### config.mk
export PLATFORM = sky130hd
export DESIGN_NAME = rss_ctrl
export DESIGN_NICKNAME = d
export VERILOG_FILES = /design/src/rtl/rss_pkg.sv /design/src/rtl/rss_ctrl.sv
export SDC_FILE = /design/constraint.sdc
export NUM_CORES = 1
export LEC_CHECK = 0
export BUFFER_PORTS_ARGS = -buffer_cell sky130_fd_sc_hd__buf_2
export CELL_PAD_IN_SITES_DETAIL_PLACEMENT = 0
export CELL_PAD_IN_SITES_GLOBAL_PLACEMENT = 1
export CORE_MARGIN = 2
export CORE_UTILIZATION = 40
export CTS_CLUSTER_SIZE = 10
export DETAILED_ROUTE_END_ITERATION = 7
export HOLD_SLACK_MARGIN = 0.08
export PLACE_DENSITY_LB_ADDON = 0.1
export SETUP_SLACK_MARGIN = 0.05
export SLEW_MARGIN = 15
export SYNTH_ARGS = -nofsm -noshare
export SYNTH_HDL_FRONTEND = slang
export SYNTH_SLANG_ARGS = --single-unit
### constraint.sdc
create_clock -name aclk -period 5.6 [get_ports aclk]
set_input_delay 0.84 -clock aclk [delete_from_list [all_inputs] [get_ports aclk]]
set_output_delay 0.84 -clock aclk [all_outputs]
set_load 0.05 [all_outputs]
### src/rtl/rss_pkg.sv
package rss_pkg;

    localparam int MAX_RECORDS = 64;
    localparam int KEY_WIDTH   = 32;
    localparam int ADDR_W      = $clog2(MAX_RECORDS);
    localparam int CNT_W       = $clog2(MAX_RECORDS + 1);

    typedef struct packed {
        logic signed [31:0] record_id;
        logic signed [31:0] record_grade;
        logic               batch_end;
    } in_word_t;

    typedef struct packed {
        logic signed [31:0] sorted_id;
        logic signed [31:0] sorted_grade;
        logic               sorted_last;
    } out_word_t;

    // Store layout: grade in the upper half, identifier in the lower half.
    typedef struct packed {
        logic signed [31:0] grade;
        logic signed [31:0] id;
    } record_t;

    typedef struct packed {
        logic              wr_en;
        logic [ADDR_W-1:0] wr_addr;
        record_t           wr_data;
        logic              rd_en;
        logic [ADDR_W-1:0] rd_addr;
    } mem_req_t;

    typedef enum logic [1:0] {
        ST_LOAD,
        ST_SCAN,
        ST_EMIT,
        ST_SWAP
    } sort_state_t;

    localparam logic KEY_ID    = 1'b0;
    localparam logic KEY_GRADE = 1'b1;

    // Signed strict less-than on the low KEY_WIDTH bits of the selected field.
    function automatic logic key_less(record_t a, record_t b, logic sel);
        logic signed [KEY_WIDTH-1:0] ka;
        logic signed [KEY_WIDTH-1:0] kb;
        ka = (sel == KEY_GRADE) ? a.grade[KEY_WIDTH-1:0] : a.id[KEY_WIDTH-1:0];
        kb = (sel == KEY_GRADE) ? b.grade[KEY_WIDTH-1:0] : b.id[KEY_WIDTH-1:0];
        return ka < kb;
    endfunction

endpackage

### src/rtl/rss_ctrl.sv
module rss_ctrl (
    input  logic               aclk,
    input  logic               aresetn,
    input  logic               s_valid,
    output logic               s_ready,
    input  rss_pkg::in_word_t  s_data,
    input  logic               cfg_wr_en,
    input  logic               cfg_wr_data,
    output rss_pkg::mem_req_t  mem_req,
    input  rss_pkg::record_t   mem_rd_data,
    input  logic               out_free,
    output logic               emit_valid,
    output rss_pkg::out_word_t emit_word
);
    import rss_pkg::*;

    sort_state_t       state_reg, state_next;
    logic [CNT_W-1:0]  count_reg, count_next;
    logic [ADDR_W-1:0] last_idx_reg, last_idx_next;
    logic [ADDR_W-1:0] pass_reg, pass_next;
    logic [ADDR_W-1:0] scan_reg, scan_next;
    logic [ADDR_W-1:0] min_idx_reg, min_idx_next;
    logic [ADDR_W-1:0] rd_idx_reg, rd_idx_next;
    logic              issue_done_reg, issue_done_next;
    logic              rd_pend_reg, rd_pend_next;
    logic              sort_key_reg, sort_key_next;
    logic              key_sel_reg, key_sel_next;
    record_t           min_rec_reg, min_rec_next;
    record_t           head_rec_reg, head_rec_next;

    logic batch_done;
    logic scan_last;

    // A record that fills the last free entry closes the batch.
    assign batch_done = s_data.batch_end || (count_reg == CNT_W'(MAX_RECORDS - 1));
    assign scan_last  = rd_pend_reg && (rd_idx_reg == last_idx_reg);

    always_comb begin
        state_next = state_reg;
        case (state_reg)
            ST_LOAD: begin
                if (s_valid && batch_done) begin
                    state_next = ST_SCAN;
                end
            end
            ST_SCAN: begin
                if (scan_last) begin
                    state_next = ST_EMIT;
                end
            end
            ST_EMIT: begin
                if (out_free) begin
                    state_next = ST_SWAP;
                end
            end
            ST_SWAP: begin
                state_next = (pass_reg == last_idx_reg) ? ST_LOAD : ST_SCAN;
            end
            default: begin
                state_next = ST_LOAD;
            end
        endcase
    end

    always_comb begin
        count_next      = count_reg;
        last_idx_next   = last_idx_reg;
        pass_next       = pass_reg;
        scan_next       = scan_reg;
        min_idx_next    = min_idx_reg;
        rd_idx_next     = rd_idx_reg;
        issue_done_next = issue_done_reg;
        rd_pend_next    = 1'b0;
        sort_key_next   = cfg_wr_en ? cfg_wr_data : sort_key_reg;
        key_sel_next    = key_sel_reg;
        min_rec_next    = min_rec_reg;
        head_rec_next   = head_rec_reg;
        s_ready         = 1'b0;
        emit_valid      = 1'b0;
        mem_req         = '0;

        emit_word.sorted_id    = min_rec_reg.id;
        emit_word.sorted_grade = min_rec_reg.grade;
        emit_word.sorted_last  = (pass_reg == last_idx_reg);

        case (state_reg)
            ST_LOAD: begin
                s_ready            = 1'b1;
                mem_req.wr_addr    = count_reg[ADDR_W-1:0];
                mem_req.wr_data.id    = s_data.record_id;
                mem_req.wr_data.grade = s_data.record_grade;
                if (s_valid) begin
                    mem_req.wr_en = 1'b1;
                    if (batch_done) begin
                        last_idx_next   = count_reg[ADDR_W-1:0];
                        count_next      = '0;
                        pass_next       = '0;
                        scan_next       = '0;
                        issue_done_next = 1'b0;
                        key_sel_next    = sort_key_reg;
                    end else begin
                        count_next = count_reg + CNT_W'(1);
                    end
                end
            end
            ST_SCAN: begin
                // Reads stream out one per cycle; each result comes back in the following cycle.
                if (!issue_done_reg) begin
                    mem_req.rd_en   = 1'b1;
                    mem_req.rd_addr = scan_reg;
                    rd_pend_next    = 1'b1;
                    rd_idx_next     = scan_reg;
                    if (scan_reg == last_idx_reg) begin
                        issue_done_next = 1'b1;
                    end else begin
                        scan_next = scan_reg + ADDR_W'(1);
                    end
                end
                if (rd_pend_reg) begin
                    if (rd_idx_reg == pass_reg) begin
                        min_rec_next  = mem_rd_data;
                        head_rec_next = mem_rd_data;
                        min_idx_next  = pass_reg;
                    end else if (key_less(mem_rd_data, min_rec_reg, key_sel_reg)) begin
                        min_rec_next = mem_rd_data;
                        min_idx_next = rd_idx_reg;
                    end
                end
            end
            ST_EMIT: begin
                // The minimum of this pass is final at the head position.
                mem_req.wr_addr = pass_reg;
                mem_req.wr_data = min_rec_reg;
                if (out_free) begin
                    emit_valid    = 1'b1;
                    mem_req.wr_en = 1'b1;
                end
            end
            ST_SWAP: begin
                mem_req.wr_en   = 1'b1;
                mem_req.wr_addr = min_idx_reg;
                mem_req.wr_data = head_rec_reg;
                pass_next       = pass_reg + ADDR_W'(1);
                scan_next       = pass_reg + ADDR_W'(1);
                issue_done_next = 1'b0;
            end
            default: begin
                mem_req = '0;
            end
        endcase
    end

    always_ff @(posedge aclk) begin
        if (!aresetn) begin
            state_reg      <= ST_LOAD;
            count_reg      <= '0;
            last_idx_reg   <= '0;
            pass_reg       <= '0;
            scan_reg       <= '0;
            min_idx_reg    <= '0;
            rd_idx_reg     <= '0;
            issue_done_reg <= 1'b0;
            rd_pend_reg    <= 1'b0;
            sort_key_reg   <= KEY_ID;
            key_sel_reg    <= KEY_ID;
        end else begin
            state_reg      <= state_next;
            count_reg      <= count_next;
            last_idx_reg   <= last_idx_next;
            pass_reg       <= pass_next;
            scan_reg       <= scan_next;
            min_idx_reg    <= min_idx_next;
            rd_idx_reg     <= rd_idx_next;
            issue_done_reg <= issue_done_next;
            rd_pend_reg    <= rd_pend_next;
            sort_key_reg   <= sort_key_next;
            key_sel_reg    <= key_sel_next;
        end
    end

    always_ff @(posedge aclk) begin
        min_rec_reg  <= min_rec_next;
        head_rec_reg <= head_rec_next;
    end

endmodule

==> results.toml, run 1 <==
[floorplanning]
die_w_um = 151.1
dieArea_um2 = 22840
io_pins = 280
fp.dieH_um = 151.1
core-area_um2 = 21150
fp-row-count = 53
initial_core_util_pct = 40.94

[sta]
hold_violations = 0
slew_headroom_pct = 24.70
drv_slew = 0
finalSetupViolations = 0
worst_slew_pin_slew_ns = 1.130
rsz0062_at_grt = "false"
min_period_over_period_pct = 71.96
setup_slack_ns = 1.570
fin_tns_setup_ns = 0
skew_ns = 0.01479
min_period_ns = 4.030
fmax_mhz = 248.1

[setup_path]
cp_cell_sequence = "mux2_2, ha_1, a21oi_1, o21ai_0, a2111oi_0, o211ai_1, a31oi_1, o21a_4"
end_kind = "flop"
cp.buffers_inverters = 0
crit_arrival_ns = 4.08
worstPathRequired_ns = 5.65
reg2reg_from = "key_sel_reg$_SDFFE_PN0P_"
worstSetupStartpointType = "flop"
cp_slowest_cell = "dfxtp_4"
crit_start = "key_sel_reg$_SDFFE_PN0P_"
path_delay_family = "compound AO/OA/AOI/OAI gates"
critPathMaxFanout = 70
worstSetupPathType = "flop to flop"
slowest_delay_ns = 0.90

[power]
power.share.clock_pct = 21.2
switching_share_pct = 50.31
ir_drop_mv = 0.3006
p_int_mw = 2.699
switchingPower_mw = 2.733
seq_power_share_pct = 27.9
p_per_area_nw_per_um2 = 501.3
finalPower_mw = 5.431
leakagePower_nw = 4.329
combPwrFrac_pct = 50.8

[drt]
num_vias = 7055
wire_per_inst_um = 20.61
drtIter0Drc = 583
ant_nets = 0
drc = 0
drt_first_pass_iters = 6
drt_wl_total_mm = 26.07
avgViaCountPerCell = 5.577

[yosys]
yosysSeqAreaShare_pct = 54.33
postSynthCellCount = 727
ys_types = 53
async_reset_ff_share_pct = 0
syn-cell-area_um2 = 8660
synth_top_area_share_pct = 44.39
synth_nets = 901
synth_edf_count = 128
netlist.top_cell.by_area = "edfxtp_1"
yosys_warnings = 0
ys_top_cells_by_area = "edfxtp_1, dfxtp_1, a222oi_1, ha_1, mux2i_1"
synth-seq-cells = 171
ys.flop_type = "edfxtp_1"
syn_area_per_cell_um2 = 11.91

[clock_tree]
clockBufferDepth = 2
cts.sinks = 171
tritoncts = "built"
htree_levels = 4
cts.clk_slew.worst_paths_ns = 0.07
hold_buffers = 0
cts-root-buf = "clkbuf_16"
clkLatencyLatePin_ns = 0.43
cts_setup_buffers = 0
cts-buffers-inserted = 17
cts_resized = 0

[job]
drv_cap = 0

[final_layout]
mostFrequentLayoutCells = "buf_2, edfxtp_1, nor2_1, a222oi_1, mux2i_1"
final_common_cell = "buf_2"
final_nets = 1150
syn_to_final_growth_pct = 25.13
drive_gt1_share_pct = 36.50
fill_cells = 1986

[grt]
grt_max_degree = 71
antenna_found_initial = 2
overflow = 0
grt_pass1_vias = 6961
grt_usage_pct = 22.80
grt_pass1_wl_mm = 39.60

[place]
io_buffers = 279
routabilityCongestion = 0.8092
dp_slack_ns = 1.565
place_hpwl_mm = 18.63

[hold_path]
min_from = "count_reg[6]$_SDFFE_PN0P_"
hp-class = "flop to flop"

[run_status]
status = "completed"
[cell usage after synthesis, types with 2 or more instances]
cell	count
a21o_1	2
o31ai_1	4
a221oi_1	2
a31oi_1	3
o21a_1	8
buf_2	4
nand2_1	46
buf_1	9
nand3_1	13
and2_1	22
o211ai_1	2
inv_1	9
a211oi_1	2
dfxtp_1	43
mux2_2	31
xnor2_1	14
ha_1	39
nor2_1	80
a21boi_0	3
edfxtp_1	128
a21oi_1	14
xor2_1	15
o22ai_1	5
a222oi_1	70
mux2i_1	47
nand4_1	8
o21ai_0	17
clkbuf_1	42
nor2b_1	11
nand2b_1	4
nor3_1	5
nor4_1	3
and3_1	2
[metrics by stage]
stage                     utilization (%)  cells  area [µm²]  hold slack, ns
final                               51.22   1265       10840          0.4681
after detailed placement            48.49   1232       10260          0.4594
after CTS                           51.21   1264       10830          0.4705
after global routing                51.21   1264       10830          0.4939
after global placement              48.49   1232       10260          0.4534
after floorplan                         -    727        8660          0.4341
[path summary, 6_finish.rpt]
| check | to | slack (ns) | cells past startpoint |
|---|---|---|---|
| setup / recovery | emit_word[16]$_DFFE_PP_ | 1.57 | 8 |
| hold / removal | count_reg[6]$_SDFFE_PN0P_ | 0.47 | 1 |
| setup reg to reg | emit_word[16]$_DFFE_PP_ | 1.57 | 8 |
| hold reg to reg | count_reg[6]$_SDFFE_PN0P_ | 0.47 | 1 |
[power groups by stage]
stage / sequential, mW / clock, mW / combinational [mW]
final: 1.52 / 1.15 / 2.76
after global routing: 1.53 / 1.23 / 2.94
after detailed placement: 1.54 / 0 / 2.77
after global placement: 1.55 / 0 / 2.78
after floorplan: 1.59 / 0 / 2.07
after CTS: 1.52 / 1.18 / 2.78
[worst register-to-register path, delay by kind of cell, from the launching register on]
family	cells	cell delay, ns
compound gates	6	1.89
fa+ha+maj	1	0.32
flops	1	0.90
mux	1	0.49
[routing by layer]
| metal | vias up | global-route usage [%] | share of wire [%] |
|---|---|---|---|
| met5 | - | 0 | 0.050 |
| met4 | 2 | 5.748 | 1.2 |
| met3 | 23 | 4.367 | 6.5 |
| met2 | 253 | 37.57 | 49 |
| met1 | 3450 | 31.09 | 43 |
| li1 | 3327 | - | - |
[area by class of cell]
type	instances	area [µm²]	area share, %
sequential	171	4708	43.45
multi-input combinational	491	3724	34.36
timing repair buffer	286	1449	13.37
clock buffer	17	425.4	3.926
tap	275	344.1	3.176
clock inverter	15	148.9	1.374
inverter	9	33.78	0.3118
antenna	1	2.502	0.02309
[cell families after synthesis]
family,synth area share [%]
buffers and inverters,2.962
adder cells (fa/ha/maj),5.635
AND/OR/NAND/NOR,10.71
AO/OA/AOI/OAI,13.97
flip-flops,54.33
XOR/XNOR,2.933
multiplexers,9.464
Note: power is estimated with default switching activity, not from simulation.
==> run 2: changes to the inputs <==
--- a/config.mk
+++ b/config.mk
@@ -9,7 +9,7 @@
 export CELL_PAD_IN_SITES_DETAIL_PLACEMENT = 0
 export CELL_PAD_IN_SITES_GLOBAL_PLACEMENT = 1
 export CORE_MARGIN = 2
-export CORE_UTILIZATION = 40
+export CORE_UTILIZATION = 36
 export CTS_CLUSTER_SIZE = 10
 export DETAILED_ROUTE_END_ITERATION = 7
 export HOLD_SLACK_MARGIN = 0.08
==> constraint.sdc (replaced) <==
create_clock -name aclk -period 3.55 [get_ports aclk]
set_input_delay 0.5325 -clock aclk [delete_from_list [all_inputs] [get_ports aclk]]
set_output_delay 0.5325 -clock aclk [all_outputs]
set_load 0.05 [all_outputs]
==> run 2 against run 1 <==
  * The flow now finishes with violations (design-rule violations)
  * Count of clock-buffer cells in the layout unchanged
  * Worst hold slack got worse by 0.17 ns
  * Cell count increased by 4.5%
==> results.toml, run 2 (synthesized netlist as in run 1, its figures left out) <==
[sta]
worst_slew_pin_slew_ns = 0.8668
hold_violations = 0
min_period_over_period_pct = 90.42
min_period_ns = 3.210
fin_tns_setup_ns = 0
finalSetupViolations = 0
slew_headroom_pct = 42.21
skew_ns = 0.01785
drv_slew = 0
rsz0062_at_grt = "false"
fin_hold_ws_ns = 0.3008
fmax_mhz = 311.5

[clock_tree]
tritoncts = "built"
cts_setup_buffers = 0
clkLatencyLatePin_ns = 0.43
cts.clk_slew.worst_paths_ns = 0.08
htree_levels = 4
hold_buffers = 0
cts-root-buf = "clkbuf_16"
cts-buffers-inserted = 17
cts_resized = 0
clockBufferDepth = 2
cts.sinks = 171

[grt]
grt_pass1_vias = 7167
grt_usage_pct = 21.07
overflow = 0
grt_max_degree = 53
antenna_found_initial = 2
grt_pass1_wl_mm = 41.82

[setup_path]
worstSetupStartpointType = "flop"
end_kind = "flop"
cp_common_cell = "buf_4"
cp.buffers_inverters = 3
crit_arrival_ns = 3.34
slowest_delay_ns = 0.53
worstPathRequired_ns = 3.68
cp_slowest_cell = "dfxtp_4"
rr_worst_depth = 11
critPathMaxFanout = 23
cp.depth = 11
worstSetupPathType = "flop to flop"
path_delay_family = "compound AO/OA/AOI/OAI gates"
cp_cell_sequence = "buf_4, buf_4, mux2_2, ha_1, a21oi_1, nor2_1, a211oi_1, o21ai_0, nor3_1, o21a_4, buf_12"

[floorplanning]
io_pins = 280
initial_core_util_pct = 36.78
fp.dieH_um = 159.1
dieArea_um2 = 25310
core-area_um2 = 23540
die_w_um = 159.1
fp-row-count = 56

[power]
p_per_area_nw_per_um2 = 783.0
combPwrFrac_pct = 50.8
leakagePower_nw = 4.425
ir_drop_mv = 0.5289
p_int_mw = 4.386
power.share.clock_pct = 21.8
seq_power_share_pct = 27.4
switchingPower_mw = 4.326
switching_share_pct = 49.66

[drt]
drc = 1
avgViaCountPerCell = 5.315
drt_wl_total_mm = 26.91
drtIter0Drc = 648
drt_first_pass_iters = 8
ant_nets = 0
wire_per_inst_um = 20.35
num_vias = 7026

[final_layout]
syn_to_final_growth_pct = 28.48
drive_gt1_share_pct = 37.26
final_area_um2 = 11130
final_common_cell = "buf_2"
final_nets = 1162
mostFrequentLayoutCells = "buf_2, edfxtp_1, nor2_1, a222oi_1, mux2i_1"

[place]
routabilityCongestion = 0.8133
io_buffers = 279
place_area_um2 = 10510
place_hpwl_mm = 19.94

[hold_path]
min_path_cells = 1
hp-class = "input pin to flop"

[run_status]
violations = "design-rule violations"
status = "finished, violations left"

[job]
drv_cap = 0
## run 2: routing by layer
layer / routed length (µm) / GRT usage (%) / up-vias
met2: 13520 / 36.23 / 257
met4: 390 / 4.421 / 0
met1: 11500 / 27.38 / 3392
met5: 0 / 0 / -
met3: 1497 / 4.611 / 23
li1: - / - / 3354
## run 2: final timing paths
path,start,end,slack [ns]
setup reg to reg,key_sel_reg$_SDFFE_PN0P_,emit_word[4]$_DFFE_PP_,0.34
hold / removal,mem_rd_data[57],head_rec_reg[57]$_DFFE_PP_,0.30
setup / recovery,key_sel_reg$_SDFFE_PN0P_,emit_word[4]$_DFFE_PP_,0.34
hold reg to reg,count_reg[6]$_SDFFE_PN0P_,count_reg[6]$_SDFFE_PN0P_,0.46
## run 2: worst reg2reg max path, stage by stage, from the launching register on
cell,delay (ns)
dfxtp_4,0.53
buf_4,0.27
buf_4,0.17
mux2_2,0.33
ha_1,0.19
a21oi_1,0.15
nor2_1,0.07
a211oi_1,0.21
o21ai_0,0.15
nor3_1,0.25
o21a_4,0.36
buf_12,0.23
## run 2: power groups by stage
| stage | Combinational [mW] | Sequential, mW | Clock, mW |
|---|---|---|---|
| 6_report | 4.43 | 2.39 | 1.90 |
| 5_1_grt | 4.71 | 2.40 | 2.02 |
| 4_1_cts | 4.46 | 2.39 | 1.94 |
| 3_5_place_dp | 4.44 | 2.43 | 0 |
| 3_3_place_gp | 4.47 | 2.44 | 0 |
| 2_1_floorplan | 3.26 | 2.51 | 0 |
## run 2: area by class of cell
cell class,count,area [µm²]
Clock buffer,17,425.4
Fill cell,2267,12420
Antenna cell,2,5.005
Tap cell,319,399.1
Sequential cell,171,4708
Timing Repair Buffer,298,1639
Inverter,9,33.78
Multi-Input combinational cell,491,3734
Clock inverter,15,181.4
## run 2: stage by stage
stage	instances	power [mW]	util, %	setup slack (ns)
2_1_floorplan	727	5.773	-	0.1633
3_3_place_gp	1288	6.908	44.66	0.3433
3_5_place_dp	1288	6.878	44.66	0.3036
4_1_cts	1320	8.793	47.24	0.2912
5_1_grt	1322	9.134	47.26	0.05934
6_report	1322	8.712	47.26	0.3401
